<file path="src/rtl/core/spq_pkg.sv">
// Shared types and constants for the stable priority queue.
// No dependencies.
package spq_pkg;

    localparam int ITEM_W     = 16;
    localparam int PRIO_W     = 32;
    localparam int DEPTH_DEF  = 16;
    localparam int CNT_OUT_W  = 5;
    localparam int IN_DATA_W  = 48;
    localparam int OUT_DATA_W = 48;

    typedef enum logic
    {
        REQ_PUSH = 1'b0,
        REQ_POP  = 1'b1
    } req_t;

    typedef enum logic [1:0]
    {
        ERR_OK    = 2'd0,
        ERR_FULL  = 2'd1,
        ERR_EMPTY = 2'd2
    } err_t;

    typedef struct packed
    {
        logic signed [PRIO_W-1:0] prio;
        logic [ITEM_W-1:0]        item;
    } slot_t;

    typedef struct packed
    {
        logic push;
        logic pop;
    } cell_ctl_t;

endpackage

</file>
<file path="src/rtl/core/spq_cell.sv">
// One slot of the sorted queue: holds a priority and an item, shifts with
// its neighbours. Depends on spq_pkg.
module spq_cell
(
    input  logic               clk,
    input  spq_pkg::cell_ctl_t ctl,
    input  spq_pkg::slot_t     new_slot,
    input  logic               slot_valid,
    input  logic               left_keep,
    input  spq_pkg::slot_t     left_slot,
    input  spq_pkg::slot_t     right_slot,
    output spq_pkg::slot_t     slot,
    output logic               keep
);
    import spq_pkg::*;

    slot_t slot_reg;
    slot_t slot_next;

    assign keep = slot_valid && (slot_reg.prio <= new_slot.prio);
    assign slot = slot_reg;

    always_comb
    begin
        slot_next = slot_reg;
        if (ctl.push)
        begin
            if (!keep)
            begin
                slot_next = left_keep ? new_slot : left_slot;
            end
        end
        else if (ctl.pop)
        begin
            slot_next = right_slot;
        end
    end

    always_ff @(posedge clk)
    begin
        slot_reg <= slot_next;
    end

endmodule

</file>
<file path="src/rtl/core/stable_priority_queue.sv">
// Top level of the stable priority queue: a row of compare-and-shift cells,
// fill count and output register. Depends on spq_pkg and spq_cell.
//
// Usage:
//   in channel: tuser selects push or pop; tdata carries item and priority.
//   out channel: one result item per accepted input item, reporting the
//   popped item, the new head, the entry count and an error code.
//   The head is the smallest priority; equal priorities leave oldest first.
//   The result is registered and appears in the cycle after the input item is accepted.
//   Throughput: one item per cycle unless stalled; every cell compares against
//   the new priority and shifts in the same cycle, so the row finishes in one step.
//   Reset empties the queue (fill count to zero) and drops any pending result;
//   slot contents are left as they are and never read until written.
//   When the receiver stalls, the result holds in the output register and
//   in_tready falls until it is taken.
//   A push to a full queue is dropped and flagged; a pop of an empty queue
//   is flagged and changes nothing.
module stable_priority_queue
#(
    parameter int DEPTH = spq_pkg::DEPTH_DEF
)
(
    input  logic                           clk,
    input  logic                           rst_n,
    input  logic                           in_tvalid,
    output logic                           in_tready,
    // [15:0] item, [47:16] prio
    input  logic [spq_pkg::IN_DATA_W-1:0]  in_tdata,
    // [0] req_type
    input  logic                           in_tuser,
    output logic                           out_tvalid,
    input  logic                           out_tready,
    // [15:0] popped_item, [16] popped_valid, [32:17] head_item,
    // [33] head_valid, [38:34] entry_count, [40:39] err_code, [47:41] zero
    output logic [spq_pkg::OUT_DATA_W-1:0] out_tdata
);
    import spq_pkg::*;

    localparam int CNT_W = $clog2(DEPTH + 1);

    logic [CNT_W-1:0]             count_reg;
    logic [CNT_W-1:0]             count_next;
    logic                         out_valid_reg;
    logic                         out_valid_next;
    logic [OUT_DATA_W-1:0]        out_data_reg;
    logic [OUT_DATA_W-1:0]        out_data_next;

    logic                         accept;
    logic                         is_pop;
    logic                         full;
    logic                         empty;
    cell_ctl_t                    ctl;
    slot_t                        new_slot;
    slot_t                        cells [DEPTH];
    logic                         keeps [DEPTH];
    err_t                         err;
    logic [ITEM_W-1:0]            popped_item;
    logic [ITEM_W-1:0]            head_item;
    logic                         head_valid;
    logic [CNT_W+CNT_OUT_W-1:0]   count_wide;

    assign in_tready = !out_valid_reg || out_tready;
    assign accept    = in_tvalid && in_tready;
    assign is_pop    = (req_t'(in_tuser) == REQ_POP);
    assign full      = (count_reg == CNT_W'(DEPTH));
    assign empty     = (count_reg == '0);

    assign new_slot.item = in_tdata[ITEM_W-1:0];
    assign new_slot.prio = in_tdata[ITEM_W+PRIO_W-1:ITEM_W];

    assign ctl.push = accept && !is_pop && !full;
    assign ctl.pop  = accept && is_pop && !empty;

    genvar gi;
    generate
        for (gi = 0; gi < DEPTH; gi++)
        begin : g_cell
            logic  left_keep;
            slot_t left_slot;
            slot_t right_slot;

            if (gi == 0)
            begin : g_first
                assign left_keep = 1'b1;
                assign left_slot = new_slot;
            end
            else
            begin : g_mid
                assign left_keep = keeps[gi-1];
                assign left_slot = cells[gi-1];
            end

            if (gi == DEPTH - 1)
            begin : g_last
                assign right_slot = cells[gi];
            end
            else
            begin : g_inner
                assign right_slot = cells[gi+1];
            end

            spq_cell u_cell
            (
                .clk        (clk),
                .ctl        (ctl),
                .new_slot   (new_slot),
                .slot_valid (CNT_W'(gi) < count_reg),
                .left_keep  (left_keep),
                .left_slot  (left_slot),
                .right_slot (right_slot),
                .slot       (cells[gi]),
                .keep       (keeps[gi])
            );
        end
    endgenerate

    always_comb
    begin
        count_next = count_reg;
        if (ctl.push)
        begin
            count_next = count_reg + CNT_W'(1);
        end
        else if (ctl.pop)
        begin
            count_next = count_reg - CNT_W'(1);
        end
    end

    always_comb
    begin
        err = ERR_OK;
        if (accept && !is_pop && full)
        begin
            err = ERR_FULL;
        end
        else if (accept && is_pop && empty)
        begin
            err = ERR_EMPTY;
        end
    end

    always_comb
    begin
        popped_item = ctl.pop ? cells[0].item : '0;
        head_valid  = (count_next != '0);
        if (!head_valid)
        begin
            head_item = '0;
        end
        else if (ctl.push)
        begin
            head_item = keeps[0] ? cells[0].item : new_slot.item;
        end
        else if (ctl.pop)
        begin
            head_item = cells[1].item;
        end
        else
        begin
            head_item = cells[0].item;
        end
    end

    assign count_wide = {{CNT_OUT_W{1'b0}}, count_next};

    always_comb
    begin
        out_data_next = '0;
        out_data_next[15:0]  = popped_item;
        out_data_next[16]    = ctl.pop;
        out_data_next[32:17] = head_item;
        out_data_next[33]    = head_valid;
        out_data_next[38:34] = count_wide[CNT_OUT_W-1:0];
        out_data_next[40:39] = err;
    end

    always_comb
    begin
        out_valid_next = out_valid_reg;
        if (accept)
        begin
            out_valid_next = 1'b1;
        end
        else if (out_tready)
        begin
            out_valid_next = 1'b0;
        end
    end

    always_ff @(posedge clk or negedge rst_n)
    begin
        if (!rst_n)
        begin
            count_reg     <= '0;
            out_valid_reg <= 1'b0;
        end
        else
        begin
            count_reg     <= count_next;
            out_valid_reg <= out_valid_next;
        end
    end

    always_ff @(posedge clk)
    begin
        if (accept)
        begin
            out_data_reg <= out_data_next;
        end
    end

    assign out_tvalid = out_valid_reg;
    assign out_tdata  = out_data_reg;

endmodule

</file>
<file path="config.mk">
export PLATFORM = sky130hd
export DESIGN_NAME = stable_priority_queue
export DESIGN_NICKNAME = d
export VERILOG_FILES = /design/src/rtl/core/spq_pkg.sv /design/src/rtl/core/spq_cell.sv /design/src/rtl/core/stable_priority_queue.sv
export SDC_FILE = /design/constraint.sdc
export NUM_CORES = 2
export LEC_CHECK = 0
export ABC_AREA = 1
export BUFFER_PORTS_ARGS = -buffer_cell sky130_fd_sc_hd__buf_2
export CELL_PAD_IN_SITES_DETAIL_PLACEMENT = 1
export CELL_PAD_IN_SITES_GLOBAL_PLACEMENT = 1
export CORE_ASPECT_RATIO = 0.5
export CORE_MARGIN = 2
export CORE_UTILIZATION = 39
export CTS_CLUSTER_DIAMETER = 60
export DETAILED_ROUTE_END_ITERATION = 8
export PLACE_DENSITY = 0.68
export SYNTH_ARGS = -nofsm -noshare
export SYNTH_HDL_FRONTEND = slang
export SYNTH_SLANG_ARGS = --single-unit
</file>
<file path="constraint.sdc">
create_clock -name clk -period 11.5 [get_ports clk]
set_input_delay 0.575 -clock clk [delete_from_list [all_inputs] [get_ports clk]]
set_output_delay 0.575 -clock clk [all_outputs]
set_load 0.02 [all_outputs]
</file>
Word level (Yosys, flattened, before mapping)
Cells that the tools add are included.
Widths: inputs -> output; s select.
{ "totals": {"output_inout_bits": 50, "input_bits": 53, "word_cells": 205, "regBits": 815} }
{ "classes": {"reduce_logical": 48, "mux": 68, "eq_ne": 16, "order_cmp": 32, "n_addsub": 2, "n_bitwise": 1} }
{ "op_table": {"columns": ["operator", "n"], "rows": [
  ["$mux 48", 60],
  ["$le 32x32->1", 16],
  ["$mux 16", 3],
  ["$lt 4x5->1 const A", 8],
  ["$reduce_and 2->1", 16],
  ["$ne 2x2->1 const B", 15],
  ["$logic_and 1x1->1", 23],
  ["$lt 3x5->1 const A", 4],
  ["$lt 1x5->1 const A", 2],
  ["$lt 2x5->1 const A", 2],
  ["$mux 5", 2],
  ["$add 5x1->5 const B", 1],
  ["$eq 5x5->1 const B", 1],
  ["$logic_not 5->1", 1],
  ["$reduce_bool 5->1", 1],
  ["$sub 5x1->5 const B", 1],
  ["$logic_not 1->1", 4],
  ["$reduce_bool 2->1", 2],
  ["$mux 1", 2],
  ["$mux 2", 1],
  ["$logic_or 1x1->1", 1],
  ["$not 1->1", 1]
]} }

Longest topological paths before layout
{ "logic_depth": {"depth_word": 8, "depth_mapped": 22, "mapped_depth_nobuf": 20} }

Modules after synthesis
A second synthesis with hierarchy kept.
{ "unflattened": {"hier_cells": 6880, "hier_area_um2": 55319.3} }
{ "by_module_without_submodules": {"columns": ["module", "instances", "seq_area_each_um2", "area_each_um2", "cells_per_inst"], "rows": [
  ["spq_cell", 16, 1441.4, 3288.2, 413],
  ["stable_priority_queue", 1, 1381.3, 2708.8, 272]
]} }

Worst setup path after synthesis
Ideal clock, no wire load.
{ "synth_path": {"path_type": "input-to-reg", "start": "in in_tdata[17] (netlist bit)", "end": "reg g_cell[14].u_cell.slot_reg, in the netlist g_cell[14].u_cell.slot[0], enable pin", "required_ps": 11018, "setup_time_ps": 482, "path_buffers": 0, "arrival_time_ps": 4330, "slack_ps": 6687, "cell_stages": 15, "path_cell_list": "inv_1 > ha_1 > inv_1 > nor2_1 > nor2_1 > o21ai_0 > a21oi_1 > nand2_1 > nand2_1 > nand2_1 > nand2_1 > nand2_1 > nand2_1 > nand3_1 > a31oi_1"} }
{ "synth_via": {"elab_chain_cells": 4} }
{ "synth_rtl": {"columns": ["item", "line_no", "source"], "rows": [
  ["start, declared", "stable_priority_queue.sv:28", "input logic [spq_pkg::IN_DATA_W-1:0] in_tdata,"],
  ["$le 32x32->1", "spq_cell.sv:20", "assign keep = slot_valid && (slot_reg.prio <= new_slot.prio);"],
  ["$logic_and 1x1->1", "spq_cell.sv:20", null],
  ["$ne 2x2->1 (no source line)", null, null],
  ["$reduce_and 2->1 (no source line)", null, null],
  ["end signal, assigned", "spq_cell.sv:41", "slot_reg <= slot_next;"],
  ["end, declared", "spq_cell.sv:17", "slot_t slot_reg;"]
]} }
Every way passes these cells.
A chain may end at the register's enable or synchronous reset.

Worst setup path after layout
{ "layout_path": {"start": "in in_tdata[23] (netlist bit)", "end": "reg g_cell[12].u_cell.slot_reg, in the netlist g_cell[12].u_cell.slot[41], enable pin"} }
{ "layout_via": {"elab_chain_cells": 4} }
{ "layout_rtl": {"columns": ["item", "line_no"], "rows": [
  ["$le 32x32->1", "spq_cell.sv:20"],
  ["$logic_and 1x1->1", "spq_cell.sv:20"],
  ["$ne 2x2->1 (no source line)", null],
  ["$reduce_and 2->1 (no source line)", null],
  ["end signal, assigned", "spq_cell.sv:41"],
  ["end, declared", "spq_cell.sv:17"]
]} }
Every way passes these cells.

==> out/metrics.cfg <==
[sta]
finalMaxSlewViolations = 5
fmax_mhz = 177
tightest_slew_ns = 1.52
finalWorstSetupSlack_ns = 5.85
layout_min_cycle_time_ns = 5.65
setup_viol = 0
tns_ns = 0
final.period_utilization_pct = 49.1
rsz0062_at_grt = false
holdWs_ns = 0.147
relSlewSlack_pct = -1.95
finClkSkew_ns = 0.0397
finalHoldViolations = 0

[logic_synthesis]
synth_area_mm2 = 0.0544
ys_types = 46
synth-edff-count = 809
ys.flop_type = edfxtp_1
avgSynthCellArea_um2 = 7.58
synth-seq-cells = 815
netlist_instances = 7183
synth-async-reset-ratio_pct = 0.736
ys_seq_area_share_pct = 44.9
ys_warn_count = 0

[die]
fp.dieW_um = 532
die_h_um = 268
io_pins = 103
die_area_mm2 = 0.143
coreArea_mm2 = 0.138
start_util_pct = 39.5
std_cell_rows = 96

[worst_setup_path]
slowest_delay_ns = 0.88
worstPathBufferInverterCount = 4
cp_max_fo = 49
start_kind = input port
reg2reg_to = g_cell[12].u_cell.slot[41]
cp-end-kind = flip-flop
worst-r2r-cell-count = 15
cp_slowest_cell = nor2_1
path_common_cell = nand2_1
rr_startpoint = g_cell[12].u_cell.slot[23]
required_ns = 11.83
critPathTopFamily = simple AND/OR/NAND/NOR gates
path_cells = buf_2 > inv_1 > ha_1 > nand2_1 > nor2_1 > nand2_1 > nand2_1 > nand2_1 > nand2_1 > nand2_1 > nand3_1 > nand3_1 > nand2_2 > buf_4 > nand2_2 > nand2_4 > buf_4
rrSetupSlack_ns = 5.99
worstPathArrival_ns = 5.98
critPathKind = in -> reg

[hold_path]
hold_path_end = out_tvalid
whs_path_depth = 4
hp-start = out_tready
hold_path_class = in -> reg

[cells_and_area]
nNetsFinal = 7708
final_cell_mix = nand2_1 (3774), inv_1 (815), edfxtp_1 (809)
largest_reg_flops = 768
layout_commonest_cell = nand2_1
layout-drive-gt1-share_pct = 5.15
final_cells = 9073
area_delta_synth_final_pct = 9.20
utilization_pct = 43.1

[clock_tree]
htree_levels = 3
clockBufferDepth = 3
post-cts-setup-buffers = 0
clk_pin_slew_worst_paths_ns = 0.06
clk_latency_ns = 0.73
cts_tree = yes
cts_buffers = 88
cts_repair_resize_count = 0
cts_root_buf = clkbuf_16
clkSinkCount = 815

[placement]
dp_worst_setup_slack_ns = 5.40
io_buffers = 95
dpl.hpwl_mm = 148
gp_congestion = 0.979
dp.cells = 8910

[run]
cap_violations = 1

[power]
peakVddDrop_mv = 0.192
leakagePower_nw = 32.7
power-per-cell-area_mw_per_mm2 = 204

[drt]
dr.pass1.iters = 5
drtIter0Drc = 5040
ant_nets = 0
wl_per_cell_um = 24.5
viasPerCell = 5.47
via_count = 49600
drc = 0
wl_mm = 222

[outcome]
outcome = finished, violations left
violations = capacitance limit, slew limit

[grt]
grt_usage_pct = 30.7
grt_max_degree = 166
first_global_vias = 50700
grt_antenna_before_repair = 4
grt_overflow = 0
grt_pass1_wl_mm = 328

[cells by family after synthesis]
| group | count (synthesis) | share of synthesized area, % |
|---|---|---|
| and+or+nand+nor | 4122 | 29.2 |
| xor gates and xnor gates | 3 | 0.0621 |
| buffers and inverters | 1127 | 8.22 |
| DFF | 815 | 44.9 |
| other | 1 | 0.00689 |
| adders and majority gates | 515 | 11.8 |
| AOI/OAI and AO/OA | 600 | 5.81 |
[per-stage QoR]
stage | area [um^2] | total power, mW
after detailed placement | 56600 | 9.10
final | 59400 | 12.1
after CTS | 59400 | 12.0
after global routing | 59400 | 12.8
after global placement | 56600 | 8.89
after floorplan | 54500 | 7.23
[worst max path at each step]
stage | start | to | cells past startpoint
finish | in_tdata[23] | g_cell[12].u_cell.slot[41] | 17
floorplan | in_tdata[17] | g_cell[14].u_cell.slot[0] | 15
detailed placement | in_tdata[31] | g_cell[12].u_cell.slot[11] | 17
CTS | g_cell[12].u_cell.slot[31] | g_cell[12].u_cell.slot[41] | 15
global placement | in_tdata[43] | g_cell[7].u_cell.slot[36] | 12
global route | in_tdata[22] | g_cell[12].u_cell.slot[41] | 17
[where the power goes]
group	leakage, nW	switching [mW]	internal (mW)
registers	7.70	0.467	4.17
clock network	1.34	1.36	1.60
logic	23.7	3.35	1.18
total	32.7	5.17	6.95
[tightest hold or removal path, cell delays in order]
cell and delay (ns):
buf_2 0.08, inv_2 0.03, nand2_2 0.06, nand2_1 0.06
[final cells by class]
class / count / area [um^2]
flip-flops and latches: 815 / 24400
well taps: 1862 / 2330
clock inverters: 45 / 387
clock buffers: 113 / 2380
fillers: 17000 / 78300
multi-input cells: 5247 / 25800
repair buffers: 167 / 1030
diodes: 3 / 7.51
inverters: 821 / 3090
[Yosys cell counts, types with 6 or more instances]
cell / n / area share [%]
buf_1: 14 / 0.097
o21bai_1: 6 / 0.083
nand2_2: 7 / 0.080
clkbuf_1: 151 / 1.0
nor2_1: 115 / 0.79
inv_2: 6 / 0.041
nand3_1: 94 / 0.86
a21oi_2: 10 / 0.16
dfrtp_1: 6 / 0.28
edfxtp_1: 809 / 45
nor4_1: 11 / 0.13
buf_4: 20 / 0.28
ha_1: 515 / 12
nor3_1: 20 / 0.18
inv_1: 815 / 5.6
buf_2: 117 / 1.1
nand2_1: 3815 / 26
o21a_1: 27 / 0.37
o21ai_0: 258 / 2.4
nand4_1: 44 / 0.51
a21oi_1: 277 / 2.5
[per-layer routing]
metal  share of wire [%]  GRT usage (%)
met2                  42           46.5
met1                  47           44.7
met4                 2.8           9.18
met3                 8.4           5.11
met5                   0              0
[repair_timing]
action / CTS / global route
endpoints found under the setup margin: 0 / 0
hold endpoints to repair: 6 / 0
hold buffers: 1 / 0
No activity file was read; power rests on OpenSTA's default activity.
